==> config.mk <==
export PLATFORM = sky130hd
export DESIGN_NAME = sector_cache_second_chance
export DESIGN_NICKNAME = d
export VERILOG_FILES = /design/src/rtl/core/scsc_pkg.sv /design/src/rtl/core/scsc_front.sv /design/src/rtl/core/scsc_back.sv /design/src/rtl/core/scsc_rsp_queue.sv /design/src/rtl/core/sector_cache_second_chance.sv
export SDC_FILE = /design/constraint.sdc
export NUM_CORES = 2
export LEC_CHECK = 0
export BUFFER_PORTS_ARGS = -buffer_cell sky130_fd_sc_hd__buf_4
export CORE_UTILIZATION = 35
export DETAILED_ROUTE_END_ITERATION = 8
export PLACE_DENSITY = 0.48
export RECOVER_POWER = 100
export SLEW_MARGIN = 20
export SYNTH_ARGS = -nofsm -noshare
export SYNTH_HDL_FRONTEND = slang
export SYNTH_HIERARCHICAL = 1
export SYNTH_SLANG_ARGS = --single-unit
==> constraint.sdc <==
create_clock -name clock -period 7.3 [get_ports clock]
set_clock_uncertainty 0.15 [all_clocks]
set_input_delay 1.46 -clock clock [delete_from_list [all_inputs] [get_ports clock]]
set_output_delay 1.46 -clock clock [all_outputs]
set_load 0.02 [all_outputs]
==> src/rtl/core/scsc_pkg.sv <==
// Shared types and constants for the sector cache tag/control store.
// Used by scsc_front, scsc_back, scsc_rsp_queue and the top level.
package scsc_pkg;

   localparam int ENTRIES      = 64;
   localparam int IDX_W        = $clog2(ENTRIES);
   localparam int SECTOR_W     = 32;
   localparam int SLOT_W       = 6;
   localparam int REQ_W        = 3;
   localparam int PIN_W        = 8;
   localparam int FIFO_DEPTH   = 2;
   localparam int FIFO_PTR_W   = $clog2(FIFO_DEPTH);
   localparam int FIFO_CNT_W   = $clog2(FIFO_DEPTH + 1);

   localparam logic [PIN_W-1:0] PIN_MAX = '1;

   localparam logic [REQ_W-1:0] REQ_GET       = 3'd0;
   localparam logic [REQ_W-1:0] REQ_RELEASE   = 3'd1;
   localparam logic [REQ_W-1:0] REQ_DIRTY     = 3'd2;
   localparam logic [REQ_W-1:0] REQ_FLUSH     = 3'd3;
   localparam logic [REQ_W-1:0] REQ_FLUSH_INV = 3'd4;

   localparam logic STATUS_OK        = 1'b0;
   localparam logic STATUS_NO_VICTIM = 1'b1;

   typedef enum logic [2:0] {
      OP_GET,
      OP_RELEASE,
      OP_DIRTY,
      OP_FLUSH,
      OP_FLUSH_INV
   } op_type;

   typedef struct packed {
      logic [REQ_W-1:0]    req_type;
      logic [SECTOR_W-1:0] sector;
      logic [SLOT_W-1:0]   slot;
   } req_item_type;

   typedef struct packed {
      logic [SLOT_W-1:0]   slot_out;
      logic                hit;
      logic                writeback_valid;
      logic [SECTOR_W-1:0] writeback_sector;
      logic                status;
      logic                last;
   } rsp_item_type;

   typedef struct packed {
      op_type              op;
      logic [SECTOR_W-1:0] sector;
      logic [SLOT_W-1:0]   slot;
   } cmd_type;

endpackage

==> src/rtl/core/scsc_front.sv <==
// Request front end: accepts transactions, decodes the request type and
// queues commands for the back end. Depends on scsc_pkg.
module scsc_front (
   input  logic                  clock,
   input  logic                  reset,
   input  logic                  push,
   input  scsc_pkg::req_item_type req_item,
   output logic                  full,
   output logic                  cmd_valid,
   input  logic                  cmd_pop,
   output scsc_pkg::cmd_type      cmd
);

   localparam int PW = scsc_pkg::FIFO_PTR_W;
   localparam int CW = scsc_pkg::FIFO_CNT_W;
   localparam int DEPTH = scsc_pkg::FIFO_DEPTH;

   scsc_pkg::cmd_type cmd_q_ff [DEPTH];
   logic [PW-1:0] wr_ptr_ff, wr_ptr_in;
   logic [PW-1:0] rd_ptr_ff, rd_ptr_in;
   logic [CW-1:0] count_ff, count_in;

   scsc_pkg::cmd_type dec_cmd;
   logic              dec_keep;
   logic              enq;
   logic              deq;

   // decode; drop unknown request types
   always_comb begin
      dec_cmd.sector = req_item.sector;
      dec_cmd.slot   = req_item.slot;
      dec_cmd.op     = scsc_pkg::OP_GET;
      dec_keep       = 1'b1;
      case (req_item.req_type)
         scsc_pkg::REQ_GET:       dec_cmd.op = scsc_pkg::OP_GET;
         scsc_pkg::REQ_RELEASE:   dec_cmd.op = scsc_pkg::OP_RELEASE;
         scsc_pkg::REQ_DIRTY:     dec_cmd.op = scsc_pkg::OP_DIRTY;
         scsc_pkg::REQ_FLUSH:     dec_cmd.op = scsc_pkg::OP_FLUSH;
         scsc_pkg::REQ_FLUSH_INV: dec_cmd.op = scsc_pkg::OP_FLUSH_INV;
         default:                 dec_keep   = 1'b0;
      endcase
   end

   assign full      = (count_ff == CW'(DEPTH));
   assign cmd_valid = (count_ff != '0);
   assign cmd       = cmd_q_ff[rd_ptr_ff];
   assign enq       = push && !full && dec_keep;
   assign deq       = cmd_pop && cmd_valid;

   always_comb begin
      wr_ptr_in = wr_ptr_ff;
      rd_ptr_in = rd_ptr_ff;
      if (enq) begin
         wr_ptr_in = (wr_ptr_ff == PW'(DEPTH - 1)) ? '0 : wr_ptr_ff + PW'(1);
      end
      if (deq) begin
         rd_ptr_in = (rd_ptr_ff == PW'(DEPTH - 1)) ? '0 : rd_ptr_ff + PW'(1);
      end
      count_in = count_ff + CW'(enq) - CW'(deq);
   end

   always_ff @(posedge clock) begin
      if (reset) begin
         wr_ptr_ff <= '0;
         rd_ptr_ff <= '0;
         count_ff  <= '0;
      end else begin
         wr_ptr_ff <= wr_ptr_in;
         rd_ptr_ff <= rd_ptr_in;
         count_ff  <= count_in;
      end
   end

   always_ff @(posedge clock) begin
      if (enq) begin
         cmd_q_ff[wr_ptr_ff] <= dec_cmd;
      end
   end

endmodule

==> src/rtl/core/scsc_back.sv <==
// Back end: tag and pin memories, state bits, lookup, second-chance victim
// scan, release, mark dirty and flush sequencing. Depends on scsc_pkg.
module scsc_back (
   input  logic                   clock,
   input  logic                   reset,
   input  logic                   cmd_valid,
   input  scsc_pkg::cmd_type       cmd,
   output logic                   cmd_pop,
   input  logic                   rsp_full,
   output logic                   rsp_push,
   output scsc_pkg::rsp_item_type  rsp_item
);

   localparam int NE = scsc_pkg::ENTRIES;
   localparam int IW = scsc_pkg::IDX_W;
   localparam int SW = scsc_pkg::SECTOR_W;
   localparam int PNW = scsc_pkg::PIN_W;
   localparam int SLW = scsc_pkg::SLOT_W;
   localparam logic [IW-1:0] LAST_IDX = IW'(NE - 1);

   typedef enum logic [3:0] {
      ST_IDLE,
      ST_LOOKUP,
      ST_VICTIM,
      ST_ALLOC,
      ST_RESP,
      ST_REL_WAIT,
      ST_REL_DO,
      ST_FL_READ,
      ST_FL_EVAL
   } state_type;

   logic [SW-1:0]  tag_mem [NE];
   logic [PNW-1:0] pin_mem [NE];

   state_type              state_ff, state_in;
   scsc_pkg::cmd_type       cmd_ff, cmd_in;
   logic [IW-1:0]          idx_ff, idx_in;
   logic                   issue_done_ff, issue_done_in;
   logic                   eval_on_ff, eval_on_in;
   logic [IW-1:0]          eval_idx_ff, eval_idx_in;
   logic                   free_found_ff, free_found_in;
   logic [IW-1:0]          free_idx_ff, free_idx_in;
   logic                   fu_found_ff, fu_found_in;
   logic [IW-1:0]          fu_idx_ff, fu_idx_in;
   logic [SW-1:0]          fu_tag_ff, fu_tag_in;
   logic [IW-1:0]          vic_idx_ff, vic_idx_in;
   logic [SW-1:0]          vic_tag_ff, vic_tag_in;
   scsc_pkg::rsp_item_type  rsp_ff, rsp_in;
   logic [NE-1:0]          valid_ff, valid_in;
   logic [NE-1:0]          dirty_ff, dirty_in;
   logic [NE-1:0]          ref_ff, ref_in;
   logic [SW-1:0]          tag_rd_ff;
   logic [PNW-1:0]         pin_rd_ff;

   logic                   tag_we;
   logic [IW-1:0]          tag_wa;
   logic [SW-1:0]          tag_wd;
   logic                   pin_we;
   logic [IW-1:0]          pin_wa;
   logic [PNW-1:0]         pin_wd;

   logic                   cmd_slot_ok;
   logic [IW-1:0]          cmd_idx;
   logic                   hit_match;
   logic                   unpinned;
   logic                   fl_emit;
   logic                   fl_last;
   logic                   alloc_wbv;
   scsc_pkg::rsp_item_type  fl_item;

   assign cmd_slot_ok = (32'(cmd.slot) < 32'(NE));
   assign cmd_idx     = IW'(cmd.slot);
   assign hit_match   = valid_ff[eval_idx_ff] && (tag_rd_ff == cmd_ff.sector);
   assign unpinned    = (pin_rd_ff == '0);
   assign fl_emit     = valid_ff[idx_ff] && dirty_ff[idx_ff];
   assign fl_last     = ((valid_ff & dirty_ff & ~(NE'(1) << idx_ff)) == '0);
   assign alloc_wbv   = valid_ff[vic_idx_ff] && dirty_ff[vic_idx_ff];

   always_comb begin
      fl_item.slot_out         = SLW'(idx_ff);
      fl_item.hit              = 1'b0;
      fl_item.writeback_valid  = 1'b1;
      fl_item.writeback_sector = tag_rd_ff;
      fl_item.status           = scsc_pkg::STATUS_OK;
      fl_item.last             = fl_last;
   end

   assign rsp_item = (state_ff == ST_FL_EVAL) ? fl_item : rsp_ff;

   always_comb begin
      state_in      = state_ff;
      cmd_in        = cmd_ff;
      idx_in        = idx_ff;
      issue_done_in = issue_done_ff;
      eval_on_in    = 1'b0;
      eval_idx_in   = idx_ff;
      free_found_in = free_found_ff;
      free_idx_in   = free_idx_ff;
      fu_found_in   = fu_found_ff;
      fu_idx_in     = fu_idx_ff;
      fu_tag_in     = fu_tag_ff;
      vic_idx_in    = vic_idx_ff;
      vic_tag_in    = vic_tag_ff;
      rsp_in        = rsp_ff;
      valid_in      = valid_ff;
      dirty_in      = dirty_ff;
      ref_in        = ref_ff;
      tag_we        = 1'b0;
      tag_wa        = vic_idx_ff;
      tag_wd        = cmd_ff.sector;
      pin_we        = 1'b0;
      pin_wa        = vic_idx_ff;
      pin_wd        = PNW'(1);
      cmd_pop       = 1'b0;
      rsp_push      = 1'b0;

      case (state_ff)
         ST_IDLE: begin
            if (cmd_valid) begin
               cmd_pop       = 1'b1;
               cmd_in        = cmd;
               idx_in        = '0;
               issue_done_in = 1'b0;
               free_found_in = 1'b0;
               fu_found_in   = 1'b0;
               case (cmd.op)
                  scsc_pkg::OP_GET: state_in = ST_LOOKUP;
                  scsc_pkg::OP_RELEASE: begin
                     idx_in   = cmd_idx;
                     state_in = ST_REL_WAIT;
                  end
                  scsc_pkg::OP_DIRTY: begin
                     if (cmd_slot_ok && valid_ff[cmd_idx]) begin
                        dirty_in[cmd_idx] = 1'b1;
                     end
                  end
                  scsc_pkg::OP_FLUSH,
                  scsc_pkg::OP_FLUSH_INV: state_in = ST_FL_READ;
                  default: state_in = ST_IDLE;
               endcase
            end
         end

         ST_LOOKUP,
         ST_VICTIM: begin
            // issue one read per cycle; evaluate the previous read
            if (!issue_done_ff) begin
               if (idx_ff == LAST_IDX) begin
                  issue_done_in = 1'b1;
               end else begin
                  idx_in = idx_ff + IW'(1);
               end
            end
            eval_on_in = !issue_done_ff;

            if (eval_on_ff && (state_ff == ST_LOOKUP)) begin
               if (hit_match) begin
                  pin_we  = 1'b1;
                  pin_wa  = eval_idx_ff;
                  pin_wd  = (pin_rd_ff == scsc_pkg::PIN_MAX) ? scsc_pkg::PIN_MAX
                                                             : pin_rd_ff + PNW'(1);
                  ref_in[eval_idx_ff]     = 1'b1;
                  rsp_in.slot_out         = SLW'(eval_idx_ff);
                  rsp_in.hit              = 1'b1;
                  rsp_in.writeback_valid  = 1'b0;
                  rsp_in.writeback_sector = '0;
                  rsp_in.status           = scsc_pkg::STATUS_OK;
                  rsp_in.last             = 1'b1;
                  state_in                = ST_RESP;
               end else begin
                  if (!valid_ff[eval_idx_ff] && !free_found_ff) begin
                     free_found_in = 1'b1;
                     free_idx_in   = eval_idx_ff;
                  end
                  if (eval_idx_ff == LAST_IDX) begin
                     if (free_found_ff || !valid_ff[eval_idx_ff]) begin
                        vic_idx_in = free_found_ff ? free_idx_ff : eval_idx_ff;
                        vic_tag_in = '0;
                        state_in   = ST_ALLOC;
                     end else begin
                        idx_in        = '0;
                        issue_done_in = 1'b0;
                        eval_on_in    = 1'b0;
                        fu_found_in   = 1'b0;
                        state_in      = ST_VICTIM;
                     end
                  end
               end
            end else if (eval_on_ff) begin
               if (unpinned && !fu_found_ff) begin
                  fu_found_in = 1'b1;
                  fu_idx_in   = eval_idx_ff;
                  fu_tag_in   = tag_rd_ff;
               end
               if (unpinned && !ref_ff[eval_idx_ff]) begin
                  vic_idx_in = eval_idx_ff;
                  vic_tag_in = tag_rd_ff;
                  state_in   = ST_ALLOC;
               end else begin
                  if (unpinned) begin
                     ref_in[eval_idx_ff] = 1'b0;
                  end
                  if (eval_idx_ff == LAST_IDX) begin
                     if (fu_found_ff) begin
                        vic_idx_in = fu_idx_ff;
                        vic_tag_in = fu_tag_ff;
                        state_in   = ST_ALLOC;
                     end else if (unpinned) begin
                        vic_idx_in = eval_idx_ff;
                        vic_tag_in = tag_rd_ff;
                        state_in   = ST_ALLOC;
                     end else begin
                        rsp_in.slot_out         = '0;
                        rsp_in.hit              = 1'b0;
                        rsp_in.writeback_valid  = 1'b0;
                        rsp_in.writeback_sector = '0;
                        rsp_in.status           = scsc_pkg::STATUS_NO_VICTIM;
                        rsp_in.last             = 1'b1;
                        state_in                = ST_RESP;
                     end
                  end
               end
            end
         end

         ST_ALLOC: begin
            tag_we                  = 1'b1;
            pin_we                  = 1'b1;
            valid_in[vic_idx_ff]    = 1'b1;
            dirty_in[vic_idx_ff]    = 1'b0;
            ref_in[vic_idx_ff]      = 1'b1;
            rsp_in.slot_out         = SLW'(vic_idx_ff);
            rsp_in.hit              = 1'b0;
            rsp_in.writeback_valid  = alloc_wbv;
            rsp_in.writeback_sector = alloc_wbv ? vic_tag_ff : '0;
            rsp_in.status           = scsc_pkg::STATUS_OK;
            rsp_in.last             = 1'b1;
            state_in                = ST_RESP;
         end

         ST_RESP: begin
            if (!rsp_full) begin
               rsp_push = 1'b1;
               state_in = ST_IDLE;
            end
         end

         ST_REL_WAIT: state_in = ST_REL_DO;

         ST_REL_DO: begin
            if ((32'(cmd_ff.slot) < 32'(NE)) && valid_ff[idx_ff] && !unpinned) begin
               pin_we = 1'b1;
               pin_wa = idx_ff;
               pin_wd = pin_rd_ff - PNW'(1);
            end
            state_in = ST_IDLE;
         end

         ST_FL_READ: state_in = ST_FL_EVAL;

         ST_FL_EVAL: begin
            if (!(fl_emit && rsp_full)) begin
               if (fl_emit) begin
                  rsp_push         = 1'b1;
                  dirty_in[idx_ff] = 1'b0;
               end
               if (idx_ff == LAST_IDX) begin
                  if (cmd_ff.op == scsc_pkg::OP_FLUSH_INV) begin
                     valid_in = '0;
                     dirty_in = '0;
                     ref_in   = '0;
                  end
                  state_in = ST_IDLE;
               end else begin
                  idx_in   = idx_ff + IW'(1);
                  state_in = ST_FL_READ;
               end
            end
         end

         default: state_in = ST_IDLE;
      endcase
   end

   always_ff @(posedge clock) begin
      if (reset) begin
         state_ff      <= ST_IDLE;
         issue_done_ff <= 1'b0;
         eval_on_ff    <= 1'b0;
         free_found_ff <= 1'b0;
         fu_found_ff   <= 1'b0;
         valid_ff      <= '0;
         dirty_ff      <= '0;
         ref_ff        <= '0;
      end else begin
         state_ff      <= state_in;
         issue_done_ff <= issue_done_in;
         eval_on_ff    <= eval_on_in;
         free_found_ff <= free_found_in;
         fu_found_ff   <= fu_found_in;
         valid_ff      <= valid_in;
         dirty_ff      <= dirty_in;
         ref_ff        <= ref_in;
      end
   end

   always_ff @(posedge clock) begin
      cmd_ff      <= cmd_in;
      idx_ff      <= idx_in;
      eval_idx_ff <= eval_idx_in;
      free_idx_ff <= free_idx_in;
      fu_idx_ff   <= fu_idx_in;
      fu_tag_ff   <= fu_tag_in;
      vic_idx_ff  <= vic_idx_in;
      vic_tag_ff  <= vic_tag_in;
      rsp_ff      <= rsp_in;
   end

   always_ff @(posedge clock) begin
      tag_rd_ff <= tag_mem[idx_ff];
      if (tag_we) begin
         tag_mem[tag_wa] <= tag_wd;
      end
   end

   always_ff @(posedge clock) begin
      pin_rd_ff <= pin_mem[idx_ff];
      if (pin_we) begin
         pin_mem[pin_wa] <= pin_wd;
      end
   end

   a_no_push_when_full: assert property (@(posedge clock) disable iff (reset)
      rsp_push |-> !rsp_full)
      else $error("result pushed into a full queue");

   a_alloc_sets_slot: assert property (@(posedge clock) disable iff (reset)
      (state_ff == ST_ALLOC) |=> (valid_ff[$past(vic_idx_ff)] && ref_ff[$past(vic_idx_ff)]))
      else $error("allocated slot not valid and referenced");

   a_no_victim_clean: assert property (@(posedge clock) disable iff (reset)
      (rsp_push && (rsp_item.status == scsc_pkg::STATUS_NO_VICTIM))
      |-> (!rsp_item.hit && !rsp_item.writeback_valid))
      else $error("no-victim result carries hit or writeback");

   a_flush_cleans: assert property (@(posedge clock) disable iff (reset)
      ((state_ff == ST_FL_EVAL) && rsp_push) |=> !dirty_ff[$past(idx_ff)])
      else $error("flushed slot still dirty");

endmodule

==> src/rtl/core/scsc_rsp_queue.sv <==
// Result queue between the back end and the result channel.
// Depends on scsc_pkg.
module scsc_rsp_queue (
   input  logic                   clock,
   input  logic                   reset,
   input  logic                   in_push,
   input  scsc_pkg::rsp_item_type  in_item,
   output logic                   in_full,
   output logic                   empty,
   input  logic                   pop,
   output scsc_pkg::rsp_item_type  rsp_item
);

   localparam int PW = scsc_pkg::FIFO_PTR_W;
   localparam int CW = scsc_pkg::FIFO_CNT_W;
   localparam int DEPTH = scsc_pkg::FIFO_DEPTH;

   scsc_pkg::rsp_item_type q_ff [DEPTH];
   logic [PW-1:0] wr_ptr_ff, wr_ptr_in;
   logic [PW-1:0] rd_ptr_ff, rd_ptr_in;
   logic [CW-1:0] count_ff, count_in;
   logic          enq;
   logic          deq;

   assign in_full  = (count_ff == CW'(DEPTH));
   assign empty    = (count_ff == '0);
   assign rsp_item = q_ff[rd_ptr_ff];
   assign enq      = in_push && !in_full;
   assign deq      = pop && !empty;

   always_comb begin
      wr_ptr_in = wr_ptr_ff;
      rd_ptr_in = rd_ptr_ff;
      if (enq) begin
         wr_ptr_in = (wr_ptr_ff == PW'(DEPTH - 1)) ? '0 : wr_ptr_ff + PW'(1);
      end
      if (deq) begin
         rd_ptr_in = (rd_ptr_ff == PW'(DEPTH - 1)) ? '0 : rd_ptr_ff + PW'(1);
      end
      count_in = count_ff + CW'(enq) - CW'(deq);
   end

   always_ff @(posedge clock) begin
      if (reset) begin
         wr_ptr_ff <= '0;
         rd_ptr_ff <= '0;
         count_ff  <= '0;
      end else begin
         wr_ptr_ff <= wr_ptr_in;
         rd_ptr_ff <= rd_ptr_in;
         count_ff  <= count_in;
      end
   end

   always_ff @(posedge clock) begin
      if (enq) begin
         q_ff[wr_ptr_ff] <= in_item;
      end
   end

endmodule

==> src/rtl/core/sector_cache_second_chance.sv <==
// Top level of the 64-slot sector cache tag/control store.
// Depends on scsc_pkg, scsc_front, scsc_back and scsc_rsp_queue.
//
// Request channel: a transaction is taken when push is high and full is low.
// Requests: get sector, release slot, mark dirty, flush, flush and invalidate.
// Unknown request types are dropped at the front end with no result.
// Result channel: the oldest result sits on rsp_item while empty is low and
// is taken when pop is high. A get gives one result; a flush gives one result
// per dirty slot, ascending, with last set on the final one.
// Operation: during a get the back end walks the tag and pin memories one slot
// per cycle over a single read port; a miss with no free slot walks them again
// to pick a victim. A release reads the pin count and then writes it back; mark
// dirty is done in the idle state. A flush reads and then evaluates each slot in
// turn and holds on a dirty slot while the result queue is full. Two-deep queues
// on both sides let requests be taken while results wait.
// Reset: synchronous; all slots invalid, clean and unreferenced.
// Stall: when pop stays low the result queue fills, the back end holds, and
// full rises once the request queue fills; nothing is lost.
module sector_cache_second_chance (
   input  logic                   clock,
   input  logic                   reset,
   input  logic                   push,
   input  scsc_pkg::req_item_type  req_item,
   output logic                   full,
   output logic                   empty,
   input  logic                   pop,
   output scsc_pkg::rsp_item_type  rsp_item
);

   logic                   cmd_valid;
   logic                   cmd_pop;
   scsc_pkg::cmd_type       cmd;
   logic                   back_push;
   logic                   back_full;
   scsc_pkg::rsp_item_type  back_item;

   scsc_front u_front (
      .clock     (clock),
      .reset     (reset),
      .push      (push),
      .req_item  (req_item),
      .full      (full),
      .cmd_valid (cmd_valid),
      .cmd_pop   (cmd_pop),
      .cmd       (cmd)
   );

   scsc_back u_back (
      .clock     (clock),
      .reset     (reset),
      .cmd_valid (cmd_valid),
      .cmd       (cmd),
      .cmd_pop   (cmd_pop),
      .rsp_full  (back_full),
      .rsp_push  (back_push),
      .rsp_item  (back_item)
   );

   scsc_rsp_queue u_rsp_queue (
      .clock    (clock),
      .reset    (reset),
      .in_push  (back_push),
      .in_item  (back_item),
      .in_full  (back_full),
      .empty    (empty),
      .pop      (pop),
      .rsp_item (rsp_item)
   );

endmodule

== After elaboration in Yosys (flattened, before gate mapping) ==
Memories as Yosys holds them, arrays and structs flattened. A register that Yosys moved wholly into a read port is not among the register bits.
Cells that the tools add are included.

* Input port bits: 45
* Bits in registers: 379
* Memories kept: 4
* RAM bits: 2726
* Output and inout port bits: 44

* Bitwise operators: 16
* Equality and inequality tests: 50
* Shift operators: 1
* Reduce and logical (&&, ||, !) cells: 61
* $lt $le $gt $ge: 8
* Add/subtract/negate cells: 11
* Mux-type cells: 155

{| class="wikitable"
|+ Memory list
! name !! words !! width !! rd ports !! clocked after Yosys merged registers in !! write ports !! RTL line !! text
|-
| u_back.tag_mem || 64 || 32 || 1 || 1 || 1 || scsc_back.sv:33 || <nowiki>logic [SW-1:0] tag_mem [NE];</nowiki>
|-
| u_back.pin_mem || 64 || 8 || 1 || 1 || 1 || scsc_back.sv:34 || <nowiki>logic [PNW-1:0] pin_mem [NE];</nowiki>
|-
| u_rsp_queue.q_ff || 2 || 42 || 1 || 1 || 1 || scsc_rsp_queue.sv:18 || <nowiki>scsc_pkg::rsp_item_type q_ff [DEPTH];</nowiki>
|-
| u_front.cmd_q_ff || 2 || 41 || 1 || 1 || 1 || scsc_front.sv:18 || <nowiki>scsc_pkg::cmd_type cmd_q_ff [DEPTH];</nowiki>
|}

{| class="wikitable"
|+ Operator list
! cell !! count
|-
| two-way mux 64 bit || 15
|-
| one-hot mux 64 bit (3 select lines) || 2
|-
| two-way mux 42 bit || 8
|-
| bitwise AND 64 bit || 5
|-
| two-way mux 32 bit || 10
|-
| NOT 64 bit || 4
|-
| OR 64 bit || 4
|-
| two-way mux 6 bit || 22
|-
| one-hot mux 64 bit (2 select lines) || 1
|-
| one-hot mux 42 bit (2 select lines) || 1
|-
| zero test 64 bit || 1
|-
| left shift 1 x 6 -> 64 bit, first input constant || 1
|-
| two-way mux 1 bit || 58
|-
| binary-select mux 1 bit (select 6 bit) || 7
|-
| two-way mux 4 bit || 10
|-
| equality test 32 bit || 1
|-
| two-way mux 8 bit || 4
|-
| less-than comparator 6 x 7 -> 1 bit, second input constant || 4
|-
| one-hot mux 4 bit (7 select lines) || 1
|-
| AND reduction 7 bit || 4
|-
| demux 1 bit (select 6 bit) || 4
|-
| >= comparator 6 x 1 -> 1 bit, second input constant || 4
|-
| inequality test 2 bit, second input constant || 11
|-
| logical AND 1 bit || 18
|-
| 47 further kinds || 102
|}

== Logic depth before layout (Yosys ltp) ==
* Depth after elaboration: 11
* Gate-level depth with buffers: 19

== Cells and area by module ==
The synthesis kept the hierarchy.

{| class="wikitable"
|+ By module, submodules not included
! module !! seq. area each (µm²) !! instances !! area an instance (µm²) !! cells an instance
|-
| scsc_back || 86723.2 || 1 || 115822.3 || 7469
|-
| scsc_front || 2562.5 || 1 || 3268.1 || 158
|-
| scsc_rsp_queue || 2622.5 || 1 || 3254.4 || 158
|}

== Worst setup path before layout ==
Ideal clock, no wire load.

* Kind: register to register
* Start point: reg u_back.eval_idx_ff[0]
* End point: reg u_back.vic_idx_ff[0], in the netlist u_back/tag_wa[0], enable pin
* Period minus slack after synthesis: 5.816 ns
* Library setup time: 0.491 ns
* Arrival: 5.175 ns
* Stages on the path, launching flop included: 12
* Setup slack: 1.484 ns
* Required time: 6.659 ns
* Path through: dfxtp_1 buf_6 buf_6 buf_2 mux2i_1 o221ai_1 a221o_1 o22ai_2 a211oi_4 nor2_1 o311ai_0 a211oi_1

* Longest elaborated chain between the ends: 6

{| class="wikitable"
|+ Ends and longest elaborated chain
! element !! RTL line !! text
|-
| start, declared || scsc_back.sv:41 || <nowiki>logic [IW-1:0] eval_idx_ff, eval_idx_in;</nowiki>
|-
| start signal, assigned || scsc_back.sv:311 || <nowiki>eval_idx_ff <= eval_idx_in;</nowiki>
|-
| binary-select mux 1 bit (select 6 bit), on equally long branches || scsc_back.sv:74, scsc_back.sv:177, scsc_back.sv:196 ||
|-
| two-way mux 1 bit, on equally long branches || scsc_back.sv:74, scsc_back.sv:177, scsc_back.sv:196 ||
|-
| zero test 1 bit, on equally long branches || scsc_back.sv:177, scsc_back.sv:196 ||
|-
| logical OR 1 bit or logical AND 1 bit (tied branches) || scsc_back.sv:177, scsc_back.sv:196 ||
|-
| inequality test 2 bit (no line), or another cell as far along || n/a ||
|-
| AND reduction 7 bit (no line) * || n/a ||
|-
| end signal, assigned || scsc_back.sv:315 || <nowiki>vic_idx_ff <= vic_idx_in;</nowiki>
|-
| end, declared || scsc_back.sv:47 || <nowiki>logic [IW-1:0] vic_idx_ff, vic_idx_in;</nowiki>
|}

Mark *: on every way between the ends. The rest lies on a longest branch, timed or not. The select of a mux whose other input is x is not followed.
A chain may end at the register's enable or synchronous reset.

== Worst setup path in the final report ==
* Start point: reg u_back.state_ff[1]
* End point: mem u_back/tag_mem[36][5] (netlist bit), enable pin

* Longest elaborated chain between the ends: 4

{| class="wikitable"
|+ Ends and longest elaborated chain
! element !! RTL line !! text
|-
| start, declared || scsc_back.sv:36 || <nowiki>state_type state_ff, state_in;</nowiki>
|-
| start signal, assigned || scsc_back.sv:297 || <nowiki>state_ff <= state_in;</nowiki>
|-
| equality test 4 x 2 -> 1 bit || scsc_back.sv:118 || <nowiki>case (state_ff)</nowiki>
|-
| two-way mux 1 bit || scsc_back.sv:118 ||
|-
| two-way mux 1 bit || scsc_back.sv:322 || <nowiki>if (tag_we) begin</nowiki>
|-
| two-way mux 1 bit (not written as such) || scsc_back.sv:323 || <nowiki>tag_mem[tag_wa] <= tag_wd;</nowiki>
|-
| end, declared || scsc_back.sv:33 ||
|}

Every way passes these cells.

==> impl_metrics.py <==
metrics = {
    "global_routing": {
        "track_usage": 0.269,
        "grt_pass1_vias": 76900,
        "antenna_found_initial": 30,
        "grt_max_degree": 73,
        "grt_pass1_wl_mm": 658,
        "overflow": 0,
    },
    "timing": {
        "slew_headroom": -2.28,
        "fin_crit_ns": 6.81,
        "rsz0062_at_grt": "no",
        "timing.final.ws_setup_ns": 0.489,
        "worst-slew-pin-transition_ns": 4.92,
        "setup_violations": 0,
        "finalSetupTns_ns": 0,
        "hold_viol_final": 0,
        "max_freq_ghz": 0.147,
        "slew_viol_final": 4658,
        "fin_crit_sh": 0.933,
    },
    "die": {
        "ioPinCount": 89,
        "initial_core_util": 0.353,
        "die_x_um": 593,
        "core_mm2": 0.347,
        "row_count": 216,
        "die_y_um": 593,
        "fp.dieArea_mm2": 0.352,
    },
    "synth": {
        "avgSynthCellArea_um2": 15.7,
        "ys_types": 89,
        "seq_area_frac_synth": 0.751,
        "ys.flop_type": "edfxtp_1",
        "yosys_register_bits": 3146,
        "yosys.area.top_type": "edfxtp_1",
        "synth_top_area_frac": 0.709,
        "ys_warn_count": 6,
        "syn_area_mm2": 0.122,
        "syn_inst": 7785,
        "synth_edf_count": 2890,
        "synth_nets": 7842,
        "async_flop_share": 0,
        "synth_area_leaders": "edfxtp_1 (71%), a22oi_1 (5.8%), dfxtp_1 (4.2%)",
    },
    "status": {
        "violations": "design-rule violations, max-capacitance violations, max-slew violations",
        "status": "complete, but fails checks",
    },
    "clock_tree": {
        "clockBufferDepth": 4,
        "cts_setup_buffers": 0,
        "ctsRootBufferMaster": "clkbuf_16",
        "clk_latency_ns": 0.95,
        "numClockSinks": 3146,
        "path_clk_slew_ns": 0.06,
        "h-tree-depth": 5,
        "cts_resized": 0,
        "cts_made_buffers": 341,
        "postCtsHoldBufs": 0,
        "cts_tree": "built",
    },
    "layout": {
        "nNetsFinal": 8065,
        "final_cell_mix": "edfxtp_1 (2890), a22oi_1 (941), clkbuf_16 (347)",
        "layout.cells.most_common": "edfxtp_1",
        "final_cell_area_mm2": 0.141,
        "syn_to_final_growth_pct": 14.9,
        "drive_gt1_frac": 0.123,
    },
    "detailed_routing": {
        "wl_mm": 487,
        "vias": 82200,
        "wire_per_inst_um": 37.8,
        "drc": 2,
        "dr.first_iter.drc_count": 12800,
        "drtAntennaViolNets": 0,
        "dr.pass1.iters": 9,
        "viasPerCell": 6.39,
    },
    "power_and_ir_drop": {
        "p_per_area_mw_per_mm2": 402,
        "leakagePower_nw": 42.2,
        "power_mw": 56.5,
        "peakVddDrop_mv": 0.231,
    },
    "placement": {
        "place_area_mm2": 0.131,
        "dp_slack_ns": 1.31,
        "hpwl_mm": 288,
        "port_buffers": 88,
        "finalWeightedCongestion": 0.945,
    },
    "worst_hold_path": {
        "hold_end": "u_rsp_queue/wr_ptr_ff",
        "hold_class": "flip-flop to flip-flop",
        "whs_path_depth": 2,
        "hold_path_startpoint": "u_rsp_queue/wr_ptr_ff",
    },
    "worst_setup_path": {
        "r2r_setup_slack_ns": 0.49,
        "startpoint_type": "flip-flop",
        "crit_fanout": 19,
        "r2r_cells": 6,
        "reg2reg_to": "u_back/tag_mem[36][5]",
        "crit_type": "flip-flop to flip-flop",
        "worstPathRequired_ns": 7.61,
        "endpoint_kind": "flip-flop",
        "r2r-start": "u_back/state_ff[1]",
        "arrival_ns": 7.12,
    },
    "run": {
        "cap_violations": 138,
    },
}
power by group:
part | leakage, nW | internal, mW | switching, mW
clock | 5.35 | 9.96 | 7.24
combinational | 9.31 | 4.01 | 12.4
sequential | 27.5 | 22.4 | 0.590
total | 42.2 | 36.3 | 20.2
stage by stage:
stage | util | hold slack [ns] | cells
finish | 0.405 | 0.344 | 12900
global route | 0.405 | 0.374 | 12900
CTS | 0.409 | 0.346 | 12900
detailed placement | 0.377 | 0.338 | 12200
global placement | 0.376 | 0.321 | 12200
floorplan | - | 0.207 | 7785
worst max-delay path: stages, from the launching register on:
cell and delay [ns]:
dfxtp_1 0.64, nor2b_1 0.25, and3_1 0.43, clkbuf_1 0.88, nand2_1 0.53, nor2_1 1.55, clkbuf_1 1.88
cell type report:
class	instances	area [um2]
multi-input combinational	3980	28300
tap	4578	5730
inverter	37	139
antenna	10	25.0
timing repair buffer	502	3480
sequential	3146	91900
clock buffer	432	9070
fill	31700	206000
clock inverter	188	1950
synth_stat cells (9+ instances only):
cell type	n
mux2_2	104
a221o_1	12
mux4_2	16
clkbuf_1	418
mux2i_1	87
o211ai_1	81
nor2b_1	22
o22ai_1	25
o221ai_1	23
or3_1	10
or2_2	12
nor4_1	42
a22o_1	221
nor3b_1	10
a221oi_1	237
o22a_1	64
nand3_1	86
nand2b_1	15
nor3_1	89
buf_1	127
inv_1	31
nand4_1	150
nor3_2	10
edfxtp_1	2890
a211oi_1	11
o21ai_0	233
a311oi_1	72
xnor2_1	39
a31oi_1	297
a21oi_1	194
a32oi_1	9
and3_1	20
ha_1	12
a2bb2oi_1	52
buf_2	62
nor2_1	253
dfxtp_1	256
a41oi_1	105
and2_1	48
a22oi_1	941
nand2_1	264
sequential cells by signal, indices dropped and copies added (netlist names), 2 cells and up, named ones only:
name,cells
u_back/tag_mem,2048
u_back/pin_mem,512
u_rsp_queue/q_ff,84
u_front/cmd_q_ff,82
u_back/dirty_ff,64
u_back/valid_ff,64
u_back/rsp_ff,41
u_back/fu_tag_ff,32
u_back/tag_rd_ff,32
u_back/tag_wd,32
u_back/vic_tag_ff,32
u_back/pin_rd_ff,8
u_back/eval_idx_ff,6
u_back/eval_idx_in,6
u_back/free_idx_ff,6
u_back/fu_idx_ff,6
u_back/tag_wa,6
u_back/state_ff,4
u_back/cmd_ff,3
u_front/count_ff,2
u_rsp_queue/count_ff,2
how the worst max path moves through the flow:
stage / startpoint / end / slack [ns] / cells past startpoint
after global placement: u_back/tag_wd[19] / u_back/pin_mem[37][5] / 1.42 / 10
after global routing: u_back/eval_idx_in[3] / u_back/pin_mem[6][1] / 0.49 / 11
after CTS: u_back/tag_wd[19] / u_back/pin_mem[46][1] / 1.23 / 10
final: u_back/state_ff[1] / u_back/tag_mem[36][5] / 0.49 / 6
after detailed placement: u_back/tag_wd[19] / u_back/pin_mem[62][4] / 1.31 / 10
after floorplan: u_back/eval_idx_ff[0] / u_back/tag_wa[0] / 1.48 / 11
metal layers:
metal | global-route usage | vias to the layer above | share of wire
met5 | 0 | - | 0.000066
met4 | 0.0874 | 4 | 0.037
met3 | 0.0536 | 854 | 0.10
met2 | 0.405 | 5030 | 0.44
met1 | 0.388 | 43500 | 0.42
li1 | - | 32800 | -
logic make-up after synthesis:
logic type               count (synthesis)  share of synthesized area
multiplexers                           212                     0.0201
AO/OA/AOI/OAI                         2642                      0.159
flip-flops                            3146                      0.751
buffers and inverters                  659                     0.0216
XOR/XNOR                                44                    0.00315
AND/OR/NAND/NOR                       1070                     0.0436
adder cells (fa/ha/maj)                 12                    0.00123
No activity file was read; power rests on OpenSTA's default activity.
